## config.mk

```make
export PLATFORM = sky130hd
export DESIGN_NAME = mts_cell
export DESIGN_NICKNAME = d
export VERILOG_FILES = /design/src/design/mts_pkg.sv /design/src/design/mts_cell.sv
export SDC_FILE = /design/constraint.sdc
export NUM_CORES = 1
export LEC_CHECK = 0
export BUFFER_PORTS_ARGS = -buffer_cell sky130_fd_sc_hd__buf_2
export CAP_MARGIN = 20
export CORE_UTILIZATION = 55
export DETAILED_ROUTE_END_ITERATION = 6
export PLACE_DENSITY = 0.75
export SETUP_SLACK_MARGIN = 0.15
export SLEW_MARGIN = 15
export SYNTH_ARGS = -nofsm -noshare
export SYNTH_HDL_FRONTEND = slang
export SYNTH_SLANG_ARGS = --single-unit
```

## constraint.sdc

```tcl
create_clock -name clk_i -period 7.4 [get_ports clk_i]
set_input_delay 1.48 -clock clk_i [delete_from_list [all_inputs] [get_ports clk_i]]
set_output_delay 1.48 -clock clk_i [all_outputs]
set_load 0.005 [all_outputs]
```

## src/design/mts_pkg.sv

```systemverilog
`timescale 1ns / 1ps
// Shared types, codes and helpers for the max Tanimoto similarity core.
// No dependencies; every other design file refers to this package.
package mts_pkg;

  localparam int unsigned CHUNKS_DEF      = 16;
  localparam int unsigned MAX_TARGETS_DEF = 16;

  localparam int unsigned WORD_W   = 64;
  localparam int unsigned COUNT_W  = 11;
  localparam int unsigned UNION_W  = 12;  // sum of two bit counts
  localparam int unsigned FRAC_W   = 16;  // Q1.16 fraction bits
  localparam int unsigned SIM_W    = 17;
  localparam int unsigned TOTAL_W  = 5;
  localparam int unsigned POP_W    = 7;

  typedef enum logic [1:0] {
    OP_CLEAR  = 2'd0,
    OP_TARGET = 2'd1,
    OP_QUERY  = 2'd2
  } op_e;

  typedef enum logic [1:0] {
    ST_IDLE,
    ST_CAPT,
    ST_SHIFT,
    ST_DIV
  } state_e;

  typedef struct packed {
    logic [1:0]         op;
    logic [WORD_W-1:0]  word;
    logic               last;
    logic [COUNT_W-1:0] bit_count;
  } in_item_t;

  typedef struct packed {
    logic [SIM_W-1:0]   similarity;
    logic [TOTAL_W-1:0] targets_compared;
    logic               dropped;
  } out_item_t;

  typedef struct packed {
    logic clear;
    logic wr_word;
    logic wr_count;
    logic query;
    logic capture;
    logic shift;
  } cell_ctrl_t;

  typedef struct packed {
    logic init;
    logic cmp;
    logic div_init;
    logic div_step;
  } fin_ctrl_t;

  // Population count of one chunk: per-byte counts, then a sum of eight bytes.
  function automatic logic [POP_W-1:0] pop64(input logic [WORD_W-1:0] v);
    logic [3:0]       b [8];
    logic [POP_W-1:0] s;
    for (int i = 0; i < 8; i++) begin
      b[i] = 4'd0;
      for (int j = 0; j < 8; j++) begin
        b[i] = b[i] + 4'(v[i*8+j]);
      end
    end
    s = '0;
    for (int i = 0; i < 8; i++) begin
      s = s + POP_W'(b[i]);
    end
    return s;
  endfunction

endpackage

```

## src/design/mts_cell.sv

```systemverilog
`timescale 1ns / 1ps
// One target cell: stores a target fingerprint, its count and its AND accumulator,
// and hands its (AND count, union) pair to the neighbor during the reduction walk.
module mts_cell #(
  parameter int unsigned CHUNKS = mts_pkg::CHUNKS_DEF,
  localparam int unsigned CIW   = (CHUNKS > 1) ? $clog2(CHUNKS) : 1,
  localparam int unsigned AW    = $clog2(CHUNKS * mts_pkg::WORD_W + 1)
) (
  input  logic                         clk_i,
  input  logic                         rst_ni,
  input  mts_pkg::cell_ctrl_t          ctrl_i,
  input  logic                         sel_i,
  input  logic                         active_i,
  input  logic [CIW-1:0]               wr_idx_i,
  input  logic [CIW-1:0]               rd_idx_i,
  input  logic [mts_pkg::WORD_W-1:0]   word_i,
  input  logic [mts_pkg::COUNT_W-1:0]  count_i,
  input  logic [mts_pkg::COUNT_W-1:0]  qcount_i,
  input  logic [AW-1:0]                num_i,
  input  logic [mts_pkg::UNION_W-1:0]  den_i,
  output logic [AW-1:0]                num_o,
  output logic [mts_pkg::UNION_W-1:0]  den_o
);

  localparam int unsigned UW  = mts_pkg::UNION_W;
  localparam int unsigned CW  = ((UW > AW) ? UW : AW) + 1;

  logic [mts_pkg::WORD_W-1:0]  words_q [CHUNKS];
  logic [CHUNKS-1:0]           valid_q;
  logic [mts_pkg::COUNT_W-1:0] count_q;
  logic [AW-1:0]               acc_q;
  logic [AW-1:0]               num_q;
  logic [UW-1:0]               den_q;

  logic [mts_pkg::WORD_W-1:0]  rd_word;
  logic [CW-1:0]               sum_w;
  logic [CW-1:0]               acc_w;

  assign rd_word = valid_q[rd_idx_i] ? words_q[rd_idx_i] : '0;
  assign sum_w   = CW'(qcount_i) + CW'(count_q);
  assign acc_w   = CW'(acc_q);

  // Write chunk storage
  always_ff @(posedge clk_i) begin
    if (ctrl_i.wr_word && sel_i) begin
      words_q[wr_idx_i] <= word_i;
    end
  end

  // Track written chunks; unwritten ones read as zero
  always_ff @(posedge clk_i or negedge rst_ni) begin
    if (!rst_ni) begin
      valid_q <= '0;
    end else if (ctrl_i.clear) begin
      valid_q <= '0;
    end else if (ctrl_i.wr_word && sel_i) begin
      valid_q[wr_idx_i] <= 1'b1;
    end
  end

  // Hold target count and accumulate AND bit counts
  always_ff @(posedge clk_i or negedge rst_ni) begin
    if (!rst_ni) begin
      count_q <= '0;
      acc_q   <= '0;
    end else if (ctrl_i.clear) begin
      count_q <= '0;
      acc_q   <= '0;
    end else begin
      if (ctrl_i.wr_count && sel_i) begin
        count_q <= count_i;
      end
      if (ctrl_i.capture) begin
        acc_q <= '0;
      end else if (ctrl_i.query && active_i) begin
        acc_q <= acc_q + AW'(mts_pkg::pop64(word_i & rd_word));
      end
    end
  end

  // Load own pair on capture, then pass neighbor's pair along
  always_ff @(posedge clk_i) begin
    if (ctrl_i.capture) begin
      if (!active_i || (sum_w <= acc_w)) begin
        num_q <= '0;
        den_q <= UW'(1);
      end else begin
        num_q <= acc_q;
        den_q <= UW'(sum_w - acc_w);
      end
    end else if (ctrl_i.shift) begin
      num_q <= num_i;
      den_q <= den_i;
    end
  end

  assign num_o = num_q;
  assign den_o = den_q;

endmodule

```

# Word-level counts from Yosys, hierarchy flattened
# Memory sizes are Yosys's and may differ from the RTL's.
# Cells that the tools add are included.
[totals] rom_bits=0 latch_bits=0 ramBits=1024 word_cells=108 out_inout_bits=23 mem_count=1 ff_bits=61 inputBits=127
[mem_list] memory="words_q" depth=16 width=64 read_ports=1 rd_clocked_by_memory_dff=0 wr=1 line="mts_cell.sv:28" rtl="logic [mts_pkg::WORD_W-1:0] words_q [CHUNKS];"
[classes] n_reduce_logical=10 n_div=0 n_eq_ne=0 bitwise_logic=2 addsub=66 n_mux=20 shifts=0 mul=0 order_cmp=4
[ops] cell="adder 4 x 1 -> 4 bit" n=32
[ops] cell="2-to-1 mux 11 bit" n=8
[ops] cell="bitwise AND 64 bit" n=1
[ops] cell="2-to-1 mux 64 bit" n=1
[ops] cell="2-to-1 mux 12 bit" n=3
[ops] cell="adder 3 x 1 -> 4 bit" n=8
[ops] cell="2-to-1 mux 16 bit" n=2
[ops] cell="adder 7 x 4 -> 7 bit" n=4
[ops] cell="adder 2 x 1 -> 3 bit" n=8
[ops] cell="adder 1 x 1 -> 2 bit" n=8
[ops] cell="OR 16 bit" n=1
[ops] cell="adder 11 x 11 -> 12 bit" n=1
[ops] cell="<= comparator 12 x 11 -> 1 bit" n=1
[ops] cell="subtractor 12 x 11 -> 12 bit" n=1
[ops] cell="adder 11 x 7 -> 11 bit" n=1
[ops] cell="less-than comparator 4 x 5 -> 1 bit, second input constant" n=2
[ops] cell="adder 6 x 4 -> 7 bit" n=1
[ops] cell="adder 5 x 4 -> 6 bit" n=1
[ops] cell="nonzero test 2 bit" n=3
[ops] cell="adder 4 x 4 -> 5 bit" n=1
[ops] cell="binary-select mux 1 bit (select 4 bit)" n=1
[ops] cell="demux 1 bit (select 4 bit)" n=1
[ops] cell=">= comparator 4 x 1 -> 1 bit, second input constant" n=1
[ops] cell="logical AND 1 bit" n=4
[ops] cell="other kinds (4)" n=7

# Logic depth before layout (Yosys ltp)
# Gate-level depths: netlist of run 1.
[logic_depth] ltp_word=22 mapped_depth=28 mapped_depth_nobuf=25

# Least setup slack after synthesis of run 1
# No wires, ideal clock.
[synth_timing] path_type="in2reg" start="input rd_idx_i[1]" end="register acc_q[10]" arrival_time_ns=9.006 setup_ns=0.128 n_path_buf=3 required_time_ns=7.272 path_stages=25 path_slack_ns=-1.734 path_cell_list="buf_2 > clkbuf_1 > buf_1 > mux4_2 > mux4_2 > and3_1 > fa_1 > inv_1 > fa_1 > fa_1 > inv_1 > fa_1 > inv_1 > fa_1 > fa_1 > fa_1 > fa_1 > fa_1 > fa_1 > nor2b_1 > o21a_1 > o211ai_1 > a311oi_1 > o211ai_1 > mux2i_1"
[synth_between] elab_chain_len=22 word_cells_on_any_way=72 cone_classes="add/sub: 64; mux: 6; bitwise: 1; memory: 1"
[synth_lines] element="start: declaration" line="mts_cell.sv:15" rtl="input logic [CIW-1:0] rd_idx_i,"
[synth_lines] element="binary-select mux 1 bit (select 4 bit)" line="mts_cell.sv:39" rtl="assign rd_word = valid_q[rd_idx_i] ? words_q[rd_idx_i] : '0;"
[synth_lines] element="2-to-1 mux 1 bit (not written as such)" line="mts_cell.sv:39"
[synth_lines] element="2-to-1 mux 64 bit *" line="mts_cell.sv:39"
[synth_lines] element="bitwise AND 64 bit *" line="mts_cell.sv:76" rtl="acc_q <= acc_q + AW'(mts_pkg::pop64(word_i & rd_word));"
[synth_lines] element="adder 1 x 1 -> 2 bit" line="mts_pkg.sv:66" rtl="b[i] = b[i] + 4'(v[i*8+j]);"
[synth_lines] element="adder 2 x 1 -> 3 bit" line="mts_pkg.sv:66"
[synth_lines] element="adder 3 x 1 -> 4 bit" line="mts_pkg.sv:66"
[synth_lines] element="adder 4 x 1 -> 4 bit (4 in a row)" line="mts_pkg.sv:66"
[synth_lines] element="adder 4 x 4 -> 5 bit" line="mts_pkg.sv:71" rtl="s = s + POP_W'(b[i]);"
[synth_lines] element="adder 5 x 4 -> 6 bit" line="mts_pkg.sv:71"
[synth_lines] element="adder 6 x 4 -> 7 bit" line="mts_pkg.sv:71"
[synth_lines] element="adder 7 x 4 -> 7 bit (3 in a row)" line="mts_pkg.sv:71"
[synth_lines] element="adder 7 x 4 -> 7 bit *" line="mts_pkg.sv:71"
[synth_lines] element="adder 11 x 7 -> 11 bit *" line="mts_cell.sv:76"
[synth_lines] element="2-to-1 mux 11 bit *" line="mts_cell.sv:75" rtl="end else if (ctrl_i.query && active_i) begin"
[synth_lines] element="2-to-1 mux 11 bit *" line="mts_cell.sv:73" rtl="if (ctrl_i.capture) begin"
[synth_lines] element="2-to-1 mux 11 bit *" line="mts_cell.sv:66" rtl="end else if (ctrl_i.clear) begin"
[synth_lines] element="end signal: assignment" line="mts_cell.sv:76"
[synth_lines] element="end: declaration" line="mts_cell.sv:31" rtl="logic [AW-1:0] acc_q;"
# Every way passes the cells marked *; elsewhere a longest branch is shown, timed or not. The select of a mux whose other input is x is not followed.
# A chain may end at the register's enable or synchronous reset.

# Worst setup path after layout of run 1
[layout_timing] start="input rd_idx_i[0]" end="register acc_q[10]"
# The elaborated chain is that of the path after synthesis.

==> flow_summary_export.csv, run 1 <==
group,metric,value,unit
status,outcome,"finished with violations",
status,violations,"setup timing",
grt,grt_pass1_vias,23429,
cts,ctsHoldBuffers,0,
synth,synth_cells,2037,
routing,dr.pass1.iters,5,
cts,numCtsBuffers,105,
timing,drv_slew,0,
floorplanning,fp.dieH,285,um
cts,clock_path_buffers,3,
floorplanning,std_cell_rows,103,
routing,drt_wl_total,107,mm
critical_path,slowest_stage,"fa_1",
synth,synthTopCellsByArea,"edfxtp_1, mux4_2, fa_1, dfrtp_1, ha_1",
timing,slew_headroom,31.6,%
placed_design,place_ws,-2100,ps
floorplanning,ioPinCount,150,
critical_path,worst-path-max-fanout,6,
placed_design,dpl_cell_area,47400,um2
placed_design,gp_congestion,0.856,
routing,route.detailed.drc,0,
synth,yosysUniqueCellTypes,52,
cts,numClockSinks,1085,
routing,wire_per_inst,30.5,um
synth,async_flop_share,3.50,%
floorplanning,core_area,79300,um2
floorplanning,fp.dieW,285,um
critical_path,crit_path_end_kind,"flip-flop",
synth,yosysMostFrequentCell,"edfxtp_1",
placed_design,dp_hpwl,59.4,mm
synth,ys_top_cells_by_count,"edfxtp_1, mux4_2, inv_1, fa_1, nand2_1",
routing,num_vias,22818,
finish,drive_above_1_share,35.0,%
power,ir_drop,0.000177,V
floorplanning,start_util,55.8,%
grt,grt_first_pass_wirelength,157,mm
grt,grt_util_all_layers,26.8,%
critical_path,max_stage_delay,620,ps
timing,rsz0062_at_grt,"yes",
timing,hold_violations,0,
cts,cts_tree,"built",
finish,seq_area,32400,um2
finish,final_core_util,64.8,%
grt,grt_max_degree,48,
cts,clockRootBuffer,"clkbuf_16",
grt,antenna_found_initial,11,
synth,yosys.area.top_type,"edfxtp_1",
synth,synth_nets,2271,
placed_design,portBuffers,149,
synth,yosys_warnings,0,
critical_path,cpMostUsedCell,"fa_1",
finish,nNetsFinal,2615,
cts,clk_pin_slew,60,ps
power,p_leak,17.2,nW
timing,max_freq,0.117,GHz
hold_path,hp-class,"reg -> reg",
run,maxCapViolCount,0,
timing,tightest_slew,1030,ps
finish,fin_area,51400,um2
synth,synthDominantCellAreaShare,71.1,%
critical_path,critical_path_class,"in -> reg",
timing,period_minus_slack,8580,ps
grt,overflow,0,
synth,avgSynthCellArea,21.7,um2
timing,skew,18.4,ps
power,powerDensity,253,nW/um2
routing,drt-initial-drc-count,2635,
finish,fill_cells,4986,
synth,synth_edf_count,1047,
finish,syn_to_final_growth,16.3,%
synth,synthFlopType,"edfxtp_1",
critical_path,r2r_cells,23,
hold_path,holdPathStages,2,
cts,htreeDepth,3,
critical_path,required,7950,ps
synth,synth_area,44200,um2
power,finalPower,13.0,mW
timing,tns,-9520,ps
finish,multi_input_area,11400,um2
critical_path,cp.arrival,9130,ps
critical_path,worstPathCellList,"buf_16, mux4_2, mux4_2, buf_12, buf_12, nand3_4, fa_1, fa_1, fa_2, fa_1, inv_1, fa_1, inv_2, fa_1, fa_1, fa_1, fa_2, fa_2, nor2b_2, o21a_1, o211ai_1, a311oi_1, o211ai_1, mux2i_1",
timing,post-route-period-util,116,%
routing,final_antenna_net_count,0,
critical_path,start_kind,"input pin",
timing,worst_slack,-1180,ps
timing,setup_viol,11,
floorplanning,die_area,81500,um2
synth,ys_seq_area_share,73.3,%
routing,avgViaCountPerCell,6.48,
synth,ys_ff_latch,1085,
cts,clk_latency,660,ps
[flip-flops by register name (all words and copies together), names as in the netlist]
| signal | count |
|---|---|
| acc_q | 11 |
| count_q | 11 |
| den_o | 12 |
| num_o | 11 |
| words_q | 1024 |
| valid_q | 16 |
[routing by layer]
layer,share of wire [%],track usage (%),up-vias
li1,-,-,9156
met1,38,38.2,11973
met2,49,43.1,1468
met3,9.9,4.39,215
met4,2.8,8.29,6
met5,0.042,0,-
[placed cells by master, fill, tap and decap left out, types with 8 or more instances in the layout]
master / count
edfxtp_1: 1047
mux4_2: 325
buf_2: 145
buf_4: 145
clkbuf_16: 108
inv_1: 61
nand2_1: 58
fa_1: 52
ha_1: 49
nand3_1: 44
nor2_1: 42
dfrtp_1: 38
a21oi_1: 30
clkinv_1: 23
buf_12: 19
clkbuf_1: 18
o21ai_0: 16
o2bb2ai_1: 15
clkinv_2: 15
and3_1: 14
nor2_4: 12
xnor2_1: 11
bufinv_16: 11
buf_6: 9
o211ai_1: 8
nand3_2: 8
o21a_1: 8
buf_16: 8
[through the flow]
| stage | std cells | hold WS (ps) |
|---|---|---|
| finish | 3520 | 495 |
| global route | 3516 | 532 |
| CTS | 3516 | 498 |
| detailed placement | 3302 | 485 |
| global placement | 3302 | 480 |
| floorplan | 2037 | 461 |
[kinds of logic after synthesis]
kind of cell / synth area share (%)
flip-flops: 73.3
XOR/XNOR: 0.337
AND/OR/NAND/NOR: 2.36
buffers and inverters: 1.57
AO/OA/AOI/OAI: 1.82
adder cells (fa/ha/maj): 4.01
multiplexers: 16.6
[path summary, 6_finish.rpt]
path                             start          end  slack (ps)
max                        rd_idx_i[0]    acc_q[10]       -1180
min                        valid_q[11]  valid_q[11]         500
max reg2reg                valid_q[12]    acc_q[10]        -580
min reg2reg                valid_q[11]  valid_q[11]         500
min in group asynchronous       rst_ni     acc_q[9]         940
max in group asynchronous       rst_ni   valid_q[7]        5900
[area by class of cell]
| cell class | instances | share of cell area [%] |
|---|---|---|
| Clock inverter | 61 | 1.21 |
| Tap cell | 1050 | 2.56 |
| Antenna cell | 4 | 0.0195 |
| Clock buffer | 131 | 5.52 |
| Inverter | 68 | 0.497 |
| Sequential cell | 1085 | 63.0 |
| Timing Repair Buffer | 329 | 5.05 |
| Multi-Input combinational cell | 792 | 22.1 |
[power by group]
group          leakage, nW  switching (mW)  internal [mW]
combinational         5.57           0.434          0.376
sequential            9.99          0.0244           6.82
clock                 1.68            2.27           3.10
[worst max-delay path, delay by kind of cell]
family,cells,cell delay [ps]
adders and majority gates,10,4910
muxes,3,1250
buffers and inverters,5,550
and+or+nand+nor,2,230
AOI/OAI and AO/OA,4,670
[repair_timing]
item | in CTS | in global routing
setup buffers | 17 | 0
setup endpoints to repair | 11 | 11
resized for setup | 45 | 4
gates cloned | 5 | 0
hold endpoints to repair | 0 | 0
pin swaps | 27 | 4
No activity file was read; power rests on OpenSTA's default activity.
==> run 2: changes to the inputs <==
Settings changed: BUFFER_PORTS_ARGS -buffer_cell sky130_fd_sc_hd__buf_2 to not set, CORE_UTILIZATION 55 to 50, DONT_BUFFER_PORTS set to 1, PLACE_DENSITY 0.75 to 0.68.
==> run 2 against run 1 <==
The flow still finishes with violations (setup timing). Sequential share of layout area up 2.5 points. Worst setup slack worse by 77 ps. Worst hold slack better by 9.0 ps.
==> flow_summary_export.csv, run 2 (synthesized netlist as in run 1, its figures left out) <==
group,metric,value,unit
floorplanning,ioPinCount,150,
floorplanning,core_area,87200,um2
floorplanning,fp.dieW,299,um
placed_design,dpl_cell_area,45800,um2
cts,clk_pin_slew,60,ps
hold_path,hp-class,"reg -> reg",
cts,clk_latency,670,ps
critical_path,required,7940,ps
critical_path,critical_path_class,"in -> reg",
floorplanning,start_util,50.7,%
power,p_leak,15.9,nW
cts,numCtsBuffers,107,
placed_design,dp_hpwl,53.4,mm
critical_path,cpMostUsedCell,"fa_1",
grt,grt_max_degree,261,
status,outcome,"finished with violations",
routing,route.detailed.drc,0,
floorplanning,std_cell_rows,108,
placed_design,place_ws,-2070,ps
timing,rsz0062_at_grt,"yes",
timing,period_minus_slack,8660,ps
finish,drive_above_1_share,26.4,%
timing,post-route-period-util,117,%
timing,drv_slew,0,
grt,grt_pass1_vias,21567,
finish,mostFrequentLayoutCells,"edfxtp_1, mux4_2, clkbuf_16",
routing,avgViaCountPerCell,6.24,
critical_path,start_kind,"input pin",
routing,final_antenna_net_count,0,
timing,setup_viol,11,
timing,hold_violations,0,
cts,clockRootBuffer,"clkbuf_16",
timing,skew,24.3,ps
placed_design,dp_cells,3149,
finish,regMostFlops,"words_q",
placed_design,gp_congestion,0.867,
timing,tightest_slew,1070,ps
cts,numClockSinks,1085,
critical_path,crit_path_end_kind,"flip-flop",
cts,clock_path_buffers,3,
routing,num_vias,20963,
placed_design,portBuffers,0,
routing,drt_wl_total,100,mm
grt,grt_util_all_layers,22.8,%
power,powerDensity,254,nW/um2
finish,fin_area,49400,um2
critical_path,worstPathCellList,"mux4_2, mux4_2, and3_1, fa_1, inv_1, fa_1, fa_1, fa_1, fa_1, fa_1, fa_1, fa_1, fa_2, fa_2, nor2b_2, o21a_1, o211ai_1, a311oi_2, o211ai_1, mux2i_1",
floorplanning,die_area,89600,um2
power,ir_drop,0.000230,V
finish,fill_cells,6336,
grt,antenna_found_initial,1,
grt,overflow,0,
timing,worst_slack,-1260,ps
finish,largest_reg_flops,1024,
critical_path,cp.arrival,9200,ps
finish,num_antenna_cells,0,
routing,wire_per_inst,29.9,um
critical_path,critPathBufInv,1,
cts,htreeDepth,3,
timing,max_freq,0.115,GHz
finish,nNetsFinal,2348,
cts,cts_tree,"built",
finish,final_cells,3362,
critical_path,max_stage_delay,780,ps
finish,final_common_cell,"edfxtp_1",
timing,tns,-9900,ps
run,maxCapViolCount,0,
floorplanning,fp.dieH,299,um
timing,slew_headroom,28.3,%
routing,drt-initial-drc-count,2037,
routing,dr.pass1.iters,7,
status,violations,"setup timing",
grt,grt_first_pass_wirelength,147,mm
finish,syn_to_final_growth,11.8,%
timing,holdWs,504,ps
critical_path,crit_family,"adder cells",
critical_path,worst-path-max-fanout,260,
critical_path,slowest_stage,"mux4_2",
-- run 2: cell count changes in the layout (fill, tap and decap cells not counted), sizes merged --
cell | before | now
clkbuf | 131 | 143
bufinv | 11 | 5
buf | 327 | 60
clkinv | 43 | 49
bufbuf | 2 | 0
clkinvlp | 6 | 4
diode | 4 | 0
-- run 2: metrics by stage --
stage               util (%)  power (mW)
floorplan                  -        7.44
global placement        52.5        7.45
detailed placement      52.5        7.47
CTS                     56.6        12.6
global route            56.7        12.9
finish                  56.7        12.5
-- run 2: worst paths after layout --
kind	startpoint	to	slack, ps	cells after the start
min in group asynchronous	rst_ni	valid_q[5]	510	0
worst max register to register	valid_q[11]	acc_q[10]	-480	24
worst max-delay path	rd_idx_i[0]	acc_q[10]	-1260	20
worst min register to register	valid_q[8]	valid_q[8]	500	2
worst min-delay path	valid_q[8]	valid_q[8]	500	2
max in group asynchronous	rst_ni	valid_q[9]	6790	0
-- run 2: area by class of cell --
| type | instances | area [um2] | area share (%) |
|---|---|---|---|
| Clock inverter | 59 | 527 | 1.07 |
| Timing Repair Buffer | 60 | 564 | 1.14 |
| Tap cell | 1155 | 1450 | 2.93 |
| Clock buffer | 143 | 2870 | 5.80 |
| Multi-Input combinational cell | 792 | 11400 | 23.0 |
| Inverter | 68 | 255 | 0.517 |
| Sequential cell | 1085 | 32400 | 65.6 |
-- run 2: power by group --
| part | leakage [nW] | internal, mW | switching (mW) |
|---|---|---|---|
| Sequential | 9.99 | 6.83 | 0.0261 |
| Combinational | 4.23 | 0.284 | 0.212 |
| Clock | 1.63 | 2.91 | 2.28 |
-- run 2: routing by layer --
metal	track usage, %	share of wire (%)	vias to the layer above
met3	5.61	9.1	160
li1	-	-	8623
met5	0	0	-
met2	36.4	48	928
met1	31.6	40	11252
met4	6.17	2.6	0
-- run 2: worst min-delay path, cell delays in order (launching register included) --
cell,delay [ps]
dfrtp_1,340
nor2_1,50
nor2_1,80
-- run 2: repair_timing --
| action | CTS | global route |
|---|---|---|
| cloned | 1 | 0 |
| hold buffers | 0 | 0 |
| pin swaps | 21 | 12 |
| endpoints found under the setup margin | 11 | 11 |
| resized for setup | 21 | 13 |
| buffers inserted | 8 | 2 |
